### config.mk
export PLATFORM = sky130hd
export DESIGN_NAME = natural_selection_run_generator
export DESIGN_NICKNAME = d
export VERILOG_FILES = /design/src/rtl/nsrg_pkg.sv /design/src/rtl/nsrg_ram.sv /design/src/rtl/nsrg_ctrl.sv /design/src/rtl/nsrg_dp.sv /design/src/rtl/natural_selection_run_generator.sv
export SDC_FILE = /design/constraint.sdc
export NUM_CORES = 1
export LEC_CHECK = 0
export BUFFER_PORTS_ARGS = -buffer_cell sky130_fd_sc_hd__buf_2
export CORE_MARGIN = 1.5
export CORE_UTILIZATION = 45
export CTS_CLUSTER_DIAMETER = 120
export DETAILED_ROUTE_END_ITERATION = 8
export GPL_ROUTABILITY_DRIVEN = 0
export PLACE_DENSITY = 0.64
export SYNTH_ARGS = -nofsm -noshare
export SYNTH_HDL_FRONTEND = slang
export SYNTH_SLANG_ARGS = --single-unit
### constraint.sdc
create_clock -name clk -period 8.3 [get_ports clk]
set_clock_uncertainty 0.2 [all_clocks]
set_input_delay 0.415 -clock clk [delete_from_list [all_inputs] [get_ports clk]]
set_output_delay 0.415 -clock clk [all_outputs]
set_load 0.01 [all_outputs]
### src/rtl/nsrg_pkg.sv
package nsrg_pkg;

    // Commands from the controller to the datapath
    typedef struct packed {
        logic load;     // take the offered input item
        logic place;    // store key in memory, hole or reservoir
        logic scan;     // run the minimum search over the slot memory
        logic emit;     // commit the found minimum as a result
        logic close;    // mark the newest result as closing its run
        logic move;     // copy the reservoir into the slot memory
        logic clear;    // return all run state to its reset values
        logic finish;   // release the held result with item_done set
    } cmd_t;

    // Status from the datapath to the controller
    typedef struct packed {
        logic fill_phase;    // memory not yet filled for the first time
        logic fill_last;     // this key completes the initial fill
        logic below;         // key is below the last emitted key
        logic res_fill;      // storing this key fills the reservoir
        logic eoi;           // item carries the end mark
        logic any_valid;     // at least one slot holds a key
        logic res_nonempty;  // reservoir holds at least one key
        logic scan_done;     // minimum search result settles this cycle
        logic move_done;     // reservoir copy complete
        logic emit_ok;       // a new result can be taken into the holding stage
    } stat_t;

endpackage

### src/rtl/nsrg_ram.sv
module nsrg_ram #(
    parameter int WIDTH = 32,
    parameter int DEPTH = 8,
    localparam int AW = (DEPTH > 1) ? $clog2(DEPTH) : 1
) (
    input  logic             clk,
    input  logic             wr_en,
    input  logic [AW-1:0]    wr_addr,
    input  logic [WIDTH-1:0] wr_data,
    input  logic [AW-1:0]    rd_addr,
    output logic [WIDTH-1:0] rd_data
);

    logic [WIDTH-1:0] mem_reg [DEPTH];
    logic [WIDTH-1:0] rd_data_reg;

    // One write port, one registered read port
    always_ff @(posedge clk)
    begin
        if (wr_en)
        begin
            mem_reg[wr_addr] <= wr_data;
        end
        rd_data_reg <= mem_reg[rd_addr];
    end

    assign rd_data = rd_data_reg;

endmodule

### src/rtl/nsrg_ctrl.sv
module nsrg_ctrl
    import nsrg_pkg::*;
(
    input  logic  clk,
    input  logic  rst_n,
    input  logic  in_valid,
    output logic  in_ready,
    input  stat_t st,
    output cmd_t  cmd
);

    typedef enum logic [2:0] {
        S_IDLE,
        S_PLACE,
        S_CHECK,
        S_SCAN,
        S_EMIT,
        S_MOVE,
        S_CLEAR,
        S_FINISH
    } state_t;

    // What the current emit or drain belongs to
    typedef enum logic [1:0] {
        M_ONE,      // single emit, then end-mark check
        M_RES,      // drain before the reservoir takes over memory
        M_FLUSH1,   // end flush of memory
        M_FLUSH2    // end flush of the former reservoir
    } mode_t;

    state_t state_reg;
    mode_t  mode_reg;

    // State and mode
    always_ff @(posedge clk or negedge rst_n)
    begin
        if (!rst_n)
        begin
            state_reg <= S_IDLE;
            mode_reg  <= M_ONE;
        end
        else
        begin
            case (state_reg)
                S_IDLE:
                begin
                    if (in_valid)
                    begin
                        state_reg <= S_PLACE;
                    end
                end
                S_PLACE:
                begin
                    if (st.fill_phase && st.fill_last)
                    begin
                        mode_reg  <= M_ONE;
                        state_reg <= S_SCAN;
                    end
                    else if (!st.fill_phase && !st.below)
                    begin
                        mode_reg  <= M_ONE;
                        state_reg <= S_SCAN;
                    end
                    else if (!st.fill_phase && st.res_fill)
                    begin
                        mode_reg  <= M_RES;
                        state_reg <= S_CHECK;
                    end
                    else if (st.eoi)
                    begin
                        mode_reg  <= M_FLUSH1;
                        state_reg <= S_CHECK;
                    end
                    else
                    begin
                        state_reg <= S_FINISH;
                    end
                end
                S_CHECK:
                begin
                    if (st.any_valid)
                    begin
                        state_reg <= S_SCAN;
                    end
                    else
                    begin
                        case (mode_reg)
                            M_RES:
                            begin
                                state_reg <= S_MOVE;
                            end
                            M_FLUSH1:
                            begin
                                if (st.res_nonempty)
                                begin
                                    mode_reg  <= M_FLUSH2;
                                    state_reg <= S_MOVE;
                                end
                                else
                                begin
                                    state_reg <= S_CLEAR;
                                end
                            end
                            default:
                            begin
                                state_reg <= S_CLEAR;
                            end
                        endcase
                    end
                end
                S_SCAN:
                begin
                    if (st.scan_done)
                    begin
                        state_reg <= S_EMIT;
                    end
                end
                S_EMIT:
                begin
                    if (st.emit_ok)
                    begin
                        if (mode_reg != M_ONE)
                        begin
                            state_reg <= S_CHECK;
                        end
                        else if (st.eoi)
                        begin
                            mode_reg  <= M_FLUSH1;
                            state_reg <= S_CHECK;
                        end
                        else
                        begin
                            state_reg <= S_FINISH;
                        end
                    end
                end
                S_MOVE:
                begin
                    if (st.move_done)
                    begin
                        if (mode_reg == M_RES)
                        begin
                            mode_reg  <= M_ONE;
                            state_reg <= S_SCAN;
                        end
                        else
                        begin
                            state_reg <= S_CHECK;
                        end
                    end
                end
                S_CLEAR:
                begin
                    state_reg <= S_FINISH;
                end
                S_FINISH:
                begin
                    if (st.emit_ok)
                    begin
                        state_reg <= S_IDLE;
                    end
                end
                default:
                begin
                    state_reg <= S_IDLE;
                end
            endcase
        end
    end

    // Command decode
    always_comb
    begin
        cmd = '0;
        case (state_reg)
            S_IDLE:   cmd.load   = in_valid;
            S_PLACE:  cmd.place  = 1'b1;
            S_CHECK:  cmd.close  = !st.any_valid;
            S_SCAN:   cmd.scan   = 1'b1;
            S_EMIT:   cmd.emit   = 1'b1;
            S_MOVE:   cmd.move   = 1'b1;
            S_CLEAR:  cmd.clear  = 1'b1;
            S_FINISH: cmd.finish = 1'b1;
            default:  cmd        = '0;
        endcase
    end

    assign in_ready = (state_reg == S_IDLE);

endmodule

### src/rtl/nsrg_dp.sv
module nsrg_dp
    import nsrg_pkg::*;
#(
    parameter int MEM_SLOTS = 8,
    parameter int RES_SLOTS = 8
) (
    input  logic               clk,
    input  logic               rst_n,
    input  cmd_t               cmd,
    output stat_t              st,
    input  logic signed [31:0] value,
    input  logic               end_of_input,
    output logic               out_valid,
    input  logic               out_ready,
    output logic signed [31:0] value_res,
    output logic               run_end,
    output logic               item_done
);

    localparam int RES_CAP = (RES_SLOTS < MEM_SLOTS) ? RES_SLOTS : MEM_SLOTS;
    localparam int IDXW    = $clog2(MEM_SLOTS);
    localparam int FCW     = $clog2(MEM_SLOTS + 1);
    localparam int RAW     = (RES_CAP > 1) ? $clog2(RES_CAP) : 1;
    localparam int RCW     = $clog2(RES_CAP + 1);

    localparam logic [FCW-1:0]  SLOT_END  = FCW'(MEM_SLOTS);
    localparam logic [FCW-1:0]  SLOT_LAST = FCW'(MEM_SLOTS - 1);
    localparam logic [IDXW-1:0] IDX_LAST  = IDXW'(MEM_SLOTS - 1);
    localparam logic [RCW-1:0]  RES_FULL  = RCW'(RES_CAP);
    localparam logic [RCW-1:0]  RES_LAST  = RCW'(RES_CAP - 1);

    // Item and run state
    logic signed [31:0]   v_reg;
    logic                 eoi_reg;
    logic [FCW-1:0]       fill_cnt_reg;
    logic [RCW-1:0]       res_cnt_reg;
    logic signed [31:0]   last_reg;
    logic [IDXW-1:0]      hole_reg;
    logic [MEM_SLOTS-1:0] slot_valid_reg;

    // Minimum search
    logic [FCW-1:0]       scan_cnt_reg;
    logic                 rd_v_reg;
    logic [IDXW-1:0]      rd_idx_reg;
    logic                 found_reg;
    logic signed [31:0]   best_reg;
    logic [IDXW-1:0]      best_idx_reg;

    // Reservoir copy
    logic [RCW-1:0]       mv_cnt_reg;
    logic                 mv_wr_reg;
    logic [IDXW-1:0]      mv_idx_reg;

    // Holding stage for the newest result and the output register
    logic                 pend_valid_reg;
    logic signed [31:0]   pend_value_reg;
    logic                 pend_run_end_reg;
    logic                 pend_in_run_reg;
    logic                 out_valid_reg;
    logic signed [31:0]   value_res_reg;
    logic                 run_end_reg;
    logic                 item_done_reg;

    // Memory ports
    logic                 slot_we;
    logic [IDXW-1:0]      slot_waddr;
    logic [31:0]          slot_wdata;
    logic [IDXW-1:0]      slot_raddr;
    logic [31:0]          slot_rdata;
    logic                 res_we;
    logic [RAW-1:0]       res_raddr;
    logic [31:0]          res_rdata;

    logic fill_phase;
    logic below;
    logic scan_issue;
    logic scan_start;
    logic hit;
    logic mv_issue;
    logic move_done;
    logic out_free;
    logic emit_ok;
    logic do_emit;
    logic do_finish;
    logic load_out;

    // Status
    assign fill_phase = (fill_cnt_reg < SLOT_END);
    assign below      = (v_reg < last_reg);
    assign move_done  = (mv_cnt_reg >= res_cnt_reg) && !mv_wr_reg;
    assign out_free   = !out_valid_reg || out_ready;
    assign emit_ok    = !pend_valid_reg || out_free;

    always_comb
    begin
        st              = '0;
        st.fill_phase   = fill_phase;
        st.fill_last    = (fill_cnt_reg == SLOT_LAST);
        st.below        = below;
        st.res_fill     = (res_cnt_reg == RES_LAST);
        st.eoi          = eoi_reg;
        st.any_valid    = |slot_valid_reg;
        st.res_nonempty = (res_cnt_reg != '0);
        st.scan_done    = rd_v_reg && (rd_idx_reg == IDX_LAST);
        st.move_done    = move_done;
        st.emit_ok      = emit_ok;
    end

    // Slot memory write: placement or reservoir copy
    assign slot_we    = (cmd.place && (fill_phase || !below)) || mv_wr_reg;
    assign slot_waddr = mv_wr_reg ? mv_idx_reg :
                        (fill_phase ? fill_cnt_reg[IDXW-1:0] : hole_reg);
    assign slot_wdata = mv_wr_reg ? res_rdata : v_reg;

    assign scan_issue = cmd.scan && (scan_cnt_reg < SLOT_END);
    assign scan_start = cmd.scan && (scan_cnt_reg == '0);
    assign slot_raddr = scan_issue ? scan_cnt_reg[IDXW-1:0] : '0;

    // Reservoir write on a low key, read during the copy
    assign res_we    = cmd.place && !fill_phase && below && (res_cnt_reg < RES_FULL);
    assign mv_issue  = cmd.move && (mv_cnt_reg < res_cnt_reg);
    assign res_raddr = mv_issue ? RAW'(mv_cnt_reg) : '0;

    nsrg_ram #(
        .WIDTH (32),
        .DEPTH (MEM_SLOTS)
    ) u_slot_ram (
        .clk     (clk),
        .wr_en   (slot_we),
        .wr_addr (slot_waddr),
        .wr_data (slot_wdata),
        .rd_addr (slot_raddr),
        .rd_data (slot_rdata)
    );

    nsrg_ram #(
        .WIDTH (32),
        .DEPTH (RES_CAP)
    ) u_res_ram (
        .clk     (clk),
        .wr_en   (res_we),
        .wr_addr (RAW'(res_cnt_reg)),
        .wr_data (v_reg),
        .rd_addr (res_raddr),
        .rd_data (res_rdata)
    );

    // Search compare; strict less keeps the lowest index on ties
    assign hit = rd_v_reg && slot_valid_reg[rd_idx_reg] &&
                 (!found_reg || ($signed(slot_rdata) < best_reg));

    assign do_emit   = cmd.emit && emit_ok && found_reg;
    assign do_finish = cmd.finish && emit_ok;
    assign load_out  = (do_emit || do_finish) && pend_valid_reg;

    // Input item latch
    always_ff @(posedge clk)
    begin
        if (cmd.load)
        begin
            v_reg <= value;
        end
    end

    // Control and run state
    always_ff @(posedge clk or negedge rst_n)
    begin
        if (!rst_n)
        begin
            eoi_reg        <= 1'b0;
            fill_cnt_reg   <= '0;
            res_cnt_reg    <= '0;
            last_reg       <= '0;
            hole_reg       <= '0;
            slot_valid_reg <= '0;
        end
        else
        begin
            if (cmd.load)
            begin
                eoi_reg <= end_of_input;
            end

            if (cmd.clear)
            begin
                fill_cnt_reg   <= '0;
                res_cnt_reg    <= '0;
                last_reg       <= '0;
                hole_reg       <= '0;
                slot_valid_reg <= '0;
            end
            else
            begin
                if (cmd.place && fill_phase)
                begin
                    fill_cnt_reg <= fill_cnt_reg + 1'b1;
                end

                if (res_we)
                begin
                    res_cnt_reg <= res_cnt_reg + 1'b1;
                end
                else if (cmd.move && move_done)
                begin
                    res_cnt_reg <= '0;
                end

                if (slot_we)
                begin
                    slot_valid_reg[slot_waddr] <= 1'b1;
                end

                if (do_emit)
                begin
                    slot_valid_reg[best_idx_reg] <= 1'b0;
                    hole_reg                     <= best_idx_reg;
                    last_reg                     <= best_reg;
                end
            end
        end
    end

    // Search and copy sequencing
    always_ff @(posedge clk or negedge rst_n)
    begin
        if (!rst_n)
        begin
            scan_cnt_reg <= '0;
            rd_v_reg     <= 1'b0;
            found_reg    <= 1'b0;
            mv_cnt_reg   <= '0;
            mv_wr_reg    <= 1'b0;
        end
        else
        begin
            if (!cmd.scan)
            begin
                scan_cnt_reg <= '0;
            end
            else if (scan_issue)
            begin
                scan_cnt_reg <= scan_cnt_reg + 1'b1;
            end
            rd_v_reg <= scan_issue;

            if (scan_start)
            begin
                found_reg <= 1'b0;
            end
            else if (hit)
            begin
                found_reg <= 1'b1;
            end

            if (!cmd.move)
            begin
                mv_cnt_reg <= '0;
            end
            else if (mv_issue)
            begin
                mv_cnt_reg <= mv_cnt_reg + 1'b1;
            end
            mv_wr_reg <= mv_issue;
        end
    end

    // Search and copy payload
    always_ff @(posedge clk)
    begin
        rd_idx_reg <= slot_raddr;
        mv_idx_reg <= IDXW'(mv_cnt_reg);
        if (hit)
        begin
            best_reg     <= $signed(slot_rdata);
            best_idx_reg <= rd_idx_reg;
        end
    end

    // Holding stage: flags settle once the next result or the end is known
    always_ff @(posedge clk or negedge rst_n)
    begin
        if (!rst_n)
        begin
            pend_valid_reg  <= 1'b0;
            pend_in_run_reg <= 1'b0;
        end
        else if (do_emit)
        begin
            pend_valid_reg  <= 1'b1;
            pend_in_run_reg <= 1'b1;
        end
        else if (do_finish)
        begin
            pend_valid_reg  <= 1'b0;
            pend_in_run_reg <= 1'b0;
        end
        else if (cmd.close)
        begin
            pend_in_run_reg <= 1'b0;
        end
    end

    always_ff @(posedge clk)
    begin
        if (do_emit)
        begin
            pend_value_reg   <= best_reg;
            pend_run_end_reg <= 1'b0;
        end
        else if (cmd.close && pend_valid_reg && pend_in_run_reg)
        begin
            pend_run_end_reg <= 1'b1;
        end
    end

    // Output register
    always_ff @(posedge clk or negedge rst_n)
    begin
        if (!rst_n)
        begin
            out_valid_reg <= 1'b0;
        end
        else if (load_out)
        begin
            out_valid_reg <= 1'b1;
        end
        else if (out_ready)
        begin
            out_valid_reg <= 1'b0;
        end
    end

    always_ff @(posedge clk)
    begin
        if (load_out)
        begin
            value_res_reg <= pend_value_reg;
            run_end_reg   <= pend_run_end_reg;
            item_done_reg <= do_finish;
        end
    end

    assign out_valid = out_valid_reg;
    assign value_res = value_res_reg;
    assign run_end   = run_end_reg;
    assign item_done = item_done_reg;

endmodule

### src/rtl/natural_selection_run_generator.sv
// Natural selection run generator for an external sort.
// Input channel (in_valid/in_ready) takes one key per item with an end mark;
// output channel (out_valid/out_ready) returns the keys of ascending runs,
// each result flagged with run_end on the key that closes a run and
// item_done on the last result caused by an input item.
// One item is worked on at a time; in_ready is high only while idle, and a
// finished result may still wait in the output register while the next item
// is taken.
// Per item: the key is placed, then for every result a minimum search runs
// over the slot memory (one slot read per cycle from the registered-read
// slot RAM) before the result is committed and the controller loops; a
// reservoir copy follows when a run ends, a clear after an end mark, then the
// last result is released and the block returns to idle to take the next item.
// Reset clears the slot valid bits and counters at once; no clearing pass.
// When the receiver stalls, the block holds its newest result and waits
// before producing another; no result is lost or repeated.
module natural_selection_run_generator
    import nsrg_pkg::*;
#(
    parameter int MEM_SLOTS = 8,
    parameter int RES_SLOTS = 8
) (
    input  logic               clk,
    input  logic               rst_n,
    input  logic               in_valid,
    output logic               in_ready,
    input  logic signed [31:0] value,
    input  logic               end_of_input,
    output logic               out_valid,
    input  logic               out_ready,
    output logic signed [31:0] value_res,
    output logic               run_end,
    output logic               item_done
);

    cmd_t  cmd;
    stat_t st;

    nsrg_ctrl u_ctrl (
        .clk      (clk),
        .rst_n    (rst_n),
        .in_valid (in_valid),
        .in_ready (in_ready),
        .st       (st),
        .cmd      (cmd)
    );

    nsrg_dp #(
        .MEM_SLOTS (MEM_SLOTS),
        .RES_SLOTS (RES_SLOTS)
    ) u_dp (
        .clk          (clk),
        .rst_n        (rst_n),
        .cmd          (cmd),
        .st           (st),
        .value        (value),
        .end_of_input (end_of_input),
        .out_valid    (out_valid),
        .out_ready    (out_ready),
        .value_res    (value_res),
        .run_end      (run_end),
        .item_done    (item_done)
    );

endmodule

=== Yosys cells after proc, flatten, opt, wreduce, memory -nomap -nowiden ===
Memory sizes are Yosys's and may differ from the RTL's. A register that Yosys moved wholly into a read port is not among the register bits.
Index checks and enable logic that the tools add are counted.

* Bits in writable memories: 512
* Output and inout bits: 36
* Memories: 2
* Bits of input ports: 37
* Word-level logic and storage cells: 199
* Register bits after elaboration: 211

{| class="wikitable"
|+ Memory list
! memory !! depth !! bits a word !! rd ports !! clocked after memory_dff !! wr ports !! RTL line !! RTL
|-
| u_dp.u_res_ram.mem_reg || 8 || 32 || 1 || 1 || 1 || nsrg_ram.sv:14 || <nowiki>logic [WIDTH-1:0] mem_reg [DEPTH];</nowiki>
|-
| u_dp.u_slot_ram.mem_reg || 8 || 32 || 1 || 1 || 1 || nsrg_ram.sv:14 ||
|}

* Equal/unequal tests: 24
* Add/sub/neg operators: 4
* Magnitude comparators: 12
* Reduce and logical (&&, ||, !) cells: 52
* Bitwise logic cells: 3
* Multiplexer cells: 76

{| class="wikitable"
|+ Operators with widths
! kind !! count
|-
| 32-bit two-way mux || 3
|-
| 32-bit < comparator || 2
|-
| 3-bit two-way mux || 17
|-
| 4-bit two-way mux || 9
|-
| 8-bit two-way mux || 4
|-
| 1-bit two-way mux || 25
|-
| 1-bit logical AND || 24
|-
| 2-bit two-way mux || 12
|-
| 3-bit one-hot mux with 8 select lines || 1
|-
| 4-bit by 1-bit adder with 4-bit output, second input constant || 4
|-
| 2-bit inequality test, second input constant || 8
|-
| 3-bit equality test, second input constant || 5
|-
| 3-bit by 4-bit < comparator with 1-bit output, second input constant || 3
|-
| 4-bit < comparator, second input constant || 3
|-
| 2-bit nonzero test || 6
|-
| 8-bit bitwise AND || 1
|-
| 4-bit by 3-bit equality test with 1-bit output, second input constant || 2
|-
| 2-bit by 1-bit inequality test with 1-bit output, second input constant || 4
|-
| 8-bit inverter || 1
|-
| 8-bit OR || 1
|-
| 2-bit one-hot mux with 4 select lines || 1
|-
| 8-bit AND reduction || 1
|-
| 4-bit nonzero test || 2
|-
| 8-bit OR reduction || 1
|-
| other kinds (16) || 31
|}

=== Depth between registers and ports, before layout ===
Gate-level depths: netlist of run 1.

* Depth in word-level cells: 13
* Gate-level depth with buffers: 13

=== Hierarchy ===
From an unflattened synthesis of run 1, not the netlist that was laid out.

* Cells, all modules: 1,677
* Area total of the unflattened synthesis: 30,982.2 um^2

{| class="wikitable"
|+ Modules (own cells, without submodules)
! module !! cells each !! sequential area each (um^2) !! area an instance (um^2) !! instances
|-
| nsrg_ram || 415 || 8,328.0 || 10,466.3 || 2
|-
| nsrg_dp || 754 || 5,785.5 || 9,321.4 || 1
|-
| nsrg_ctrl || 93 || 125.1 || 728.2 || 1
|}

=== Least setup slack after synthesis of run 1 ===
No wires, ideal clock.

* Path kind: reg-to-reg
* Start: reg u_dp.v_reg[6]
* End: mem u_dp.u_res_ram.mem_reg[1][0] (enable)
* Period minus slack after synthesis: 5,039 ps
* Required time: 7,639 ps
* Path buffers: 0
* Arrival: 4,378 ps
* Stages on the path, launching flop included: 9
* Slack: 3,261 ps
* Cell sequence: edfxtp_1 > ha_1 > a21o_1 > a221o_1 > a211o_1 > o21ai_1 > o2bb2ai_1 > nand2_1 > nor3_1

* Word-level cells in the longest chain between the ends: 5

{| class="wikitable"
|+ RTL lines
! what !! RTL line !! RTL
|-
| from (decl) || nsrg_dp.sv:33 || <nowiki>logic signed [31:0] v_reg;</nowiki>
|-
| from (signal assigned) || nsrg_dp.sv:161 || <nowiki>v_reg <= value;</nowiki>
|-
| 32-bit < comparator || nsrg_dp.sv:89 || <nowiki>assign below = (v_reg < last_reg);</nowiki>
|-
| 1-bit logical AND (2 in series) || nsrg_dp.sv:120 || <nowiki>assign res_we = cmd.place && !fill_phase && below && (res_cnt_reg < RES_FULL);</nowiki>
|-
| 1-bit two-way mux || nsrg_ram.sv:20 || <nowiki>if (wr_en)</nowiki>
|-
| 1-bit two-way mux (implied by the code) || nsrg_ram.sv:22 || <nowiki>mem_reg[wr_addr] <= wr_data;</nowiki>
|-
| to (decl) || nsrg_ram.sv:14 ||
|}

No other way between the ends.

=== Worst setup path in the final report of run 1 ===
* Start: reg u_dp.v_reg[13]
* End: mem u_dp.u_res_ram.mem_reg[7][24] (enable)

The elaborated chain is that of the path after synthesis.

==> results of run 1 <==
[layout by cell type, fill, tap and decap left out, types with 7 or more instances in the layout]
cell type,Yosys,routed
edfxtp_1,645,645
nand2_1,224,220
nand3_1,140,140
o21ai_0,98,98
inv_1,91,90
clkbuf_16,0,80
ha_1,75,75
buf_2,11,71
dfxtp_1,71,71
dfrtp_1,71,66
mux2_2,65,65
a21oi_1,57,56
nor2_1,50,38
mux2i_1,37,37
dlygate4sd3_1,0,35
and3_1,34,34
mux4_2,34,34
a211oi_1,33,33
o21ai_1,32,32
a221oi_1,31,31
a31o_2,31,31
buf_4,1,30
clkbuf_1,71,19
a21o_1,17,17
clkinv_2,0,16
nand4_1,13,13
nor2_4,0,11
clkbuf_8,0,11
nand2b_1,8,8
nor2b_1,8,7
nor3_1,14,7
a31oi_1,7,7
nor3_2,0,7
bufinv_16,0,7
[final cells by class]
cell class                 count  share of cell area, %
tap                          873                   3.10
multi-input combinational   1080                   21.7
inverter                      93                  0.991
clock inverter                36                   1.20
timing repair buffer         136                   2.64
clock buffer                 110                   6.31
sequential                   787                   64.1
[worst reg2reg max path: cells and delay by family (launching register included)]
kind	cells	cell delay, ps
fa+ha+maj	1	370
flops	1	530
compound gates	5	1710
simple gates	2	1380
[logic make-up after synthesis]
kind of cell             Yosys count  share of synthesized area (%)
AND/OR/NAND/NOR                  516                           7.71
flip-flops                       787                           73.2
AO/OA/AOI/OAI                    346                           7.28
adder cells (fa/ha/maj)           75                           3.04
buffers and inverters            194                           2.49
XOR/XNOR                           7                          0.199
multiplexers                     136                           6.06
[repair_timing]
action / 4_1_cts / 5_1_grt
setup endpoints to repair: 0 / 0
endpoints found under the hold margin: 105 / 0
gates resized for setup: 0 / 0
hold buffers: 35 / 0
[worst paths after layout]
path / start / end / slack, ps / cells past startpoint
max: u_dp.v_reg[13] / u_dp.u_res_ram.mem_reg[7][24] / 3710 / 8
min: in_valid / u_ctrl.state_reg[0] / 70 / 4
max reg2reg: u_dp.v_reg[13] / u_dp.u_res_ram.mem_reg[7][24] / 3710 / 8
min reg2reg: u_dp.pend_value_reg[20] / u_dp.value_res[20] / 220 / 0
max in group asynchronous: rst_n / u_dp.scan_cnt_reg[2] / 6850 / 2
min in group asynchronous: rst_n / u_dp.eoi_reg / 300 / 2
[power breakdown]
| group | switching, µW | total [µW] | internal (µW) |
|---|---|---|---|
| Sequential | 279 | 5070 | 4790 |
| Clock | 1500 | 3610 | 2110 |
| Combinational | 1030 | 1580 | 545 |
[per-layer routing]
layer / wire length (µm) / track usage, %
met1: 32200 / 29.2
met2: 35600 / 34.2
met3: 3880 / 2.97
met4: 1650 / 6.05
met5: 0 / 0
[through the flow]
| step | worst slack (ps) | util (%) | area [µm²] |
|---|---|---|---|
| after floorplan | 3260 | - | 30800 |
| after global placement | 3780 | 47.8 | 32200 |
| after detailed placement | 3730 | 47.8 | 32200 |
| after CTS | 3700 | 52.2 | 35200 |
| after global routing | 3450 | 52.2 | 35200 |
| final | 3710 | 52.2 | 35200 |
==> metrics.txt, run 1 <==
via/cell ratio=5.73; Worst Path Arrival=4620 ps; Final Power=10300 µW; via count=17800; critical path class=reg2reg; DR iter-0 viols=1510; Ant. Diodes=0; Core ar.=67500 µm²; CP max stage delay=1020 ps; # rows=95; die footprint=70100 µm²; Max-Cap Viols=0; overall global routing resource usage=20.9%; # IOs=73; Routed WL=73.3 mm; die width=265 µm; DP Wirelength=41.0 mm; CP Cell Sequence=ha_1 > a211oi_1 > o221ai_1 > a211o_1 > o21ai_1 > o2bb2ai_1 > nand2_1 > nor2_4; syn_area_per_cell=15.0 µm²; die height=265 µm; clock tree buffer depth=3; cell count after synthesis=2061; number of global-route vias before repair=17700; antenna-violating nets left=0; Worst-Skew Late Latency=640 ps; Hold WS=72.8 ps; maximum VDD drop=151 µV; CP Capture Type=flop; top cells by count, synth=645 x edfxtp_1, 224 x nand2_1, 140 x nand3_1; Final Cycle Share=55.2%; Final Slew Violations=0; Root Buffer Master=clkbuf_16; postcts setup bufs=0; startpoint types=flop; Residual DRC=0; Slowest cell on crit path=nor2_4; Static Leak=0.0125 µW; area of the multi-input gates=7650 µm²; Syn Nets=2173; Syn. warnings=0; Setup TNS=0 ps; sequential-to-total area share from yosys stat=73.2%; Fillers=5407; Post-synth EDFFs=645; per-cell routed wire length=23.5 µm; WP data required=8330 ps; layout cells sized above 1=17.6%; status=complete, no violations; CTS sink count=787; fin cells=3115; RSZ-0062 raised after global routing=no; clock edge transition at the registers on the reported setup and hold paths=60 ps; area grow syn2layout=14.3%; Async SR Flop Fraction=9.02%; Buffers on Ports=72; crit-path leading delay family=compound AO/OA/AOI/OAI gates; Final nets=2288; endpoints failing hold=0; number of buffers created by CTS=78; Tightest Hold Check Type=in2reg; Cell Area, Synth=30800 µm²; initial antenna violation count=2; 1st-pass router iterations=5; placed cells=2934; Area contributors post-synth=edfxtp_1 63%, dfrtp_1 5.8%, dfxtp_1 4.6%; first-pass GRT wire length=109 mm; fmax=218 MHz; top-count cell post-synth=edfxtp_1; worst-path fanout max=32; GR Overflow Total=0; sequential standard cell area=22600 µm²; leading area contributor after synthesis=edfxtp_1; Yosys top cell area share=62.8%; initial core utilization=45.7%; CTS tree=done; Seq cells post-synth=787; setup violators final=0; Slew @ Worst Pin=1270 ps; Slew HR=15.3%; Buf/Inv on CP=0; H-tree Lvls=3; library cells used by synthesis=64; Pwr Density=291 nW/µm²; Final min period=4590 ps; Post-synth top flop=edfxtp_1; largest net degree at the start of global routing=74
No activity file was read; power rests on OpenSTA's default activity.
==> run 2, diff against run 1 <==
ABC_AREA = 1   (was default)
clock period = 4.4 ns   (was 8.3 ns; I/O delays follow)
==> metrics.txt, run 2 <==
startpoint types=flop; postcts setup bufs=0; library cells used by synthesis=48; die height=266 µm; Yosys top cell area share=62.1%; Final Cycle Share=86.4%; Synth Area in Compound Gates=10.5%; sequential-to-total area share from yosys stat=72.4%; commonest non-fill, non-tap cells in the layout=645 x edfxtp_1, 322 x nand2_1, 178 x inv_1, 176 x nor2_1, 154 x o21ai_0; critical path class=reg2reg; via count=19600; clock tree buffer depth=3; Pwr Density=558 nW/µm²; H-tree Lvls=3; Cell Area, Placed=32900 µm²; Residual DRC=0; DR iter-0 viols=2002; Area contributors post-synth=edfxtp_1 62%, dfrtp_1 5.7%, dfxtp_1 4.6%; worst-path fanout max=17; RSZ-0062 raised after global routing=no; initial antenna violation count=2; overall global routing resource usage=21.8%; die width=266 µm; PostCTS Resize Cnt=0; maximum VDD drop=336 µV; area grow syn2layout=14.9%; sequential standard cell area=22600 µm²; Seq cells post-synth=787; Tightest Hold Check Type=in2reg; Max-Cap Viols=0; Buffers on Ports=72; Cell Area, Synth=31200 µm²; 1st-pass router iterations=5; Setup TNS=0 ps; initial core utilization=45.5%; Final Cell Area=35800 µm²; setup violators final=0; Async SR Flop Fraction=9.02%; die footprint=70900 µm²; Root Buffer Master=clkbuf_16; Final Power=20000 µW; Post-synth top flop=edfxtp_1; fmax=263 MHz; Final Slew Violations=0; Core ar.=68600 µm²; commonest non-fill, non-tap cell in the layout=edfxtp_1; Worst Path Arrival=3900 ps; hold_buf cts=36; leading area contributor after synthesis=edfxtp_1; Slew @ Worst Pin=1100 ps; top-count cell post-synth=edfxtp_1; Slew HR=25.9%; CTS sink count=787; layout cells sized above 1=14.0%; status=complete, no violations; syn_area_per_cell=12.9 µm²; Worst-Skew Late Latency=640 ps; Fillers=5669; CP Capture Type=flop; largest family of logic cells by synthesized area=compound AO/OA/AOI/OAI gates; Ant. Diodes=0; xor/xnor cell area share of the yosys netlist=0.0281%; first-pass GRT wire length=116 mm; WP data required=4500 ps; R2R Setup Slk=600 ps; top cells by count, synth=645 x edfxtp_1, 322 x nand2_1, 196 x nor2_1; Static Leak=0.0131 µW; DP Wirelength=44.0 mm; GR Overflow Total=0; Post-synth EDFFs=645; Syn. warnings=0; CTS tree=done; simple-gate portion of the synthesized area=10.2%; number of buffers created by CTS=79; Final min period=3800 ps; # rows=96; antenna-violating nets left=0; # IOs=73; number of global-route vias before repair=19100; per-cell routed wire length=21.7 µm; via/cell ratio=5.54; endpoints failing hold=0; largest net degree at the start of global routing=96; mux cell area share after synthesis=0%; Hold WS=100 ps; Syn Nets=2522; Final nets=2642; clock edge transition at the registers on the reported setup and hold paths=60 ps; Post-Synth Adder-Cell Area=3.01%; Routed WL=76.5 mm; cell count after synthesis=2410; area of the multi-input gates=7540 µm²
==> run 2: cell types whose count changed after synthesis, moves of 30 or more <==
cell / previous run / this run
o21ai_0: 98 / 154
inv_1: 91 / 178
mux2i_1: 37 / 0
a221oi_1: 31 / 1
and3_1: 34 / 0
nand3_1: 140 / 34
o21bai_1: 0 / 34
mux2_2: 65 / 0
or2_2: 2 / 89
nor2_1: 50 / 196
o211ai_1: 1 / 68
mux4_2: 34 / 0
nand2_1: 224 / 322
a31oi_1: 7 / 66
==> run 2: layer usage <==
layer | up-vias | track usage [%] | part of all wire (%)
li1 | 8951 | - | -
met1 | 9728 | 31.0 | 45
met2 | 715 | 33.2 | 45
met3 | 161 | 3.94 | 6.8
met4 | 0 | 9.14 | 4.0
met5 | - | 0 | 0
==> run 2: power breakdown <==
group	internal (µW)	total [µW]	switching, µW
clock	3720	6560	2830
sequential	9250	9730	482
combinational	1160	3710	2550
total	14100	20000	5870
==> run 2: worst max-delay path, cell delays in order, from the launching register on <==
cell and delay [ps]:
edfxtp_1 520, ha_1 370, a21oi_1 150, nor2_1 50
nor3_1 150, nand2_1 120, nand2_1 70, nand2_1 150
nand2_1 140, nand2_1 50, nand2_1 110, nand3_1 290
nand2_2 270, inv_1 320, nor2_4 190, buf_4 310
==> run 2: area by class of cell <==
class	count	area share, %
timing repair buffer	153	3.69
inverter	187	1.97
multi-input combinational	1322	21.1
tap	931	3.25
clock inverter	37	0.992
clock buffer	111	6.06
sequential	787	63.0
==> run 2: path summary, 6_finish.rpt <==
path | from | endpoint | cells past startpoint
max in group asynchronous | rst_n | u_dp.mv_cnt_reg[0] | 2
worst max register to register | u_dp.v_reg[5] | u_dp.u_slot_ram.mem_reg[6][18] | 15
worst min-delay path | value[5] | u_dp.v_reg[5] | 2
min in group asynchronous | rst_n | u_ctrl.mode_reg[0] | 2
worst min register to register | u_dp.pend_value_reg[31] | u_dp.value_res[31] | 0
worst max-delay path | u_dp.v_reg[5] | u_dp.u_slot_ram.mem_reg[6][18] | 15
==> run 2: cells by family (layout without fill, tap and decap cells) <==
family,after synthesis,count (layout)
xor gates and xnor gates,1,1
AOI/OAI and AO/OA,529,529
buffers and inverters,301,488
DFF,787,787
adders and majority gates,75,75
and+or+nand+nor,717,717
==> run 2: stage by stage <==
step	setup slack, ps	utilization [%]	cells
finish	598	52.2	3528
global route	270	52.2	3528
CTS	660	52.2	3528
detailed placement	681	48.0	3344
global placement	726	48.0	3344
floorplan	345	-	2410
==> run 3, diff against run 2 <==
PLACE_DENSITY = default   (was 0.64)
==> metrics.txt, run 3 (synthesized netlist as in run 2, its figures left out) <==
Max-Cap Viols=0; Residual DRC=0; Final Slew Violations=0; Tightest Hold Check Type=in2reg; first-pass GRT wire length=117 mm; Reg2Reg Depth=15; DR iter-0 viols=2010; initial antenna violation count=0; Final nets=2647; endpoints failing hold=0; worst setup margin=583 ps; H-tree Lvls=3; Fillers=5699; WHS Path Cells=2; largest net degree at the start of global routing=73; CP max stage delay=520 ps; Ant. Diodes=0; GR Overflow Total=0; clock edge transition at the registers on the reported setup and hold paths=60 ps; commonest non-fill, non-tap cell in the layout=edfxtp_1; R2R Setup Slk=580 ps; clock tree buffer depth=3; worst-path fanout max=32; Final Util=52.5%; Final Cycle Share=86.7%; antenna-violating nets left=0; Slew HR=15.3%; RSZ-0062 raised after global routing=no; # IOs=73; Core ar.=68600 µm²; Routed WL=77.5 mm; Buffers on Ports=72; critical path class=reg2reg; overall global routing resource usage=22.2%; die footprint=70900 µm²; DP Wirelength=45.2 mm; number of buffers created by CTS=81; setup violators final=0; worst slack, placed=661 ps; die width=266 µm; CTS sink count=787; worst reg2reg endpoint=u_dp.u_slot_ram.mem_reg[6][2]; CTS tree=done; via/cell ratio=5.49; die height=266 µm; Slew @ Worst Pin=1260 ps; Setup TNS=0 ps; Pwr Density=572 nW/µm²; WP data required=4500 ps; initial core utilization=45.5%; most frequent cell on the critical path=nand2_1; maximum VDD drop=328 µV; Worst Path Arrival=3920 ps; PostCTS Resize Cnt=0; Root Buffer Master=clkbuf_16; Worst-Skew Late Latency=630 ps; HP Start=value[5]; hold_buf cts=38; status=complete, no violations; sequential standard cell area=22600 µm²; startpoint types=flop; CP Cell Sequence=ha_1 > a21oi_1 > nor2_1 > nor3_1 > nand2_1 > nand2_1 > nand2_1 > nand2_1 > nand2_1 > nand2_1 > nand3_1 > nand2_2 > inv_1 > nor2_4 > buf_12; # rows=96; fmax=262 MHz; WHS Endpoint=u_dp.v_reg[5]; Static Leak=0.0132 µW; area of the multi-input gates=7540 µm²; commonest non-fill, non-tap cells in the layout=645 x edfxtp_1, 322 x nand2_1, 178 x inv_1, 176 x nor2_1, 154 x o21ai_0; Reg2Reg Launch Point=u_dp.v_reg[5]; area grow syn2layout=15.4%; number of global-route vias before repair=18900; layout cells sized above 1=14.2%; 1st-pass router iterations=5; CP Capture Type=flop; via count=19400; Final min period=3820 ps; Slowest cell on crit path=edfxtp_1; postcts setup bufs=0; per-cell routed wire length=21.9 µm
## run 3: where the power goes
group          internal (µW)  leakage [µW]  switching (µW)
combinational           1170       0.00448            2610
clock                   4250       0.00135            2850
sequential              9250       0.00735             479
total                  14700        0.0132            5940
## run 3: layout make-up
type / instances / area share (%)
tap: 931 / 3.24
clock buffer: 114 / 6.25
inverter: 187 / 1.96
timing repair buffer: 156 / 3.51
clock inverter: 37 / 1.41
sequential: 787 / 62.7
multi-input combinational: 1322 / 21.0
## run 3: worst max-delay path by stage
stage | from | to | slack, ps | cells past startpoint
5_1_grt | u_dp.v_reg[5] | u_dp.u_slot_ram.mem_reg[6][2] | 340 | 15
3_3_place_gp | u_dp.v_reg[5] | u_dp.u_slot_ram.mem_reg[6][9] | 720 | 15
4_1_cts | u_dp.v_reg[5] | u_dp.u_slot_ram.mem_reg[7][13] | 640 | 15
3_5_place_dp | u_dp.v_reg[5] | u_dp.u_slot_ram.mem_reg[7][13] | 660 | 15
6_report | u_dp.v_reg[5] | u_dp.u_slot_ram.mem_reg[6][2] | 580 | 15
2_1_floorplan | u_ctrl.state_reg[1] | u_dp.item_done | 340 | 7
## run 3: per-stage QoR
| step | instance area (µm²) | instances | hold WS (ps) | total power (µW) |
|---|---|---|---|---|
| finish | 36000 | 3534 | 90.0 | 20600 |
| detailed placement | 32900 | 3345 | 199 | 13600 |
| CTS | 36000 | 3534 | 62.4 | 20700 |
| global placement | 32900 | 3345 | 197 | 13500 |
| global route | 36000 | 3534 | 95.4 | 21500 |
| floorplan | 31200 | 2410 | -276 | 12100 |
## run 3: worst max-delay path: cells and delay by family, from the launching register on
kind | cells | cell delay [ps]
DFF | 1 | 520
and+or+nand+nor | 11 | 1590
AOI/OAI and AO/OA | 1 | 160
adders and majority gates | 1 | 370
buffers and inverters | 2 | 560
## run 3: layer usage
layer | vias to the layer above | track usage (%) | wire (µm)
met5 | - | 0 | 0
met4 | 0 | 6.76 | 2140
met3 | 127 | 3.35 | 4860
met2 | 675 | 34.6 | 35700
met1 | 9654 | 32.1 | 34800
li1 | 8931 | - | -
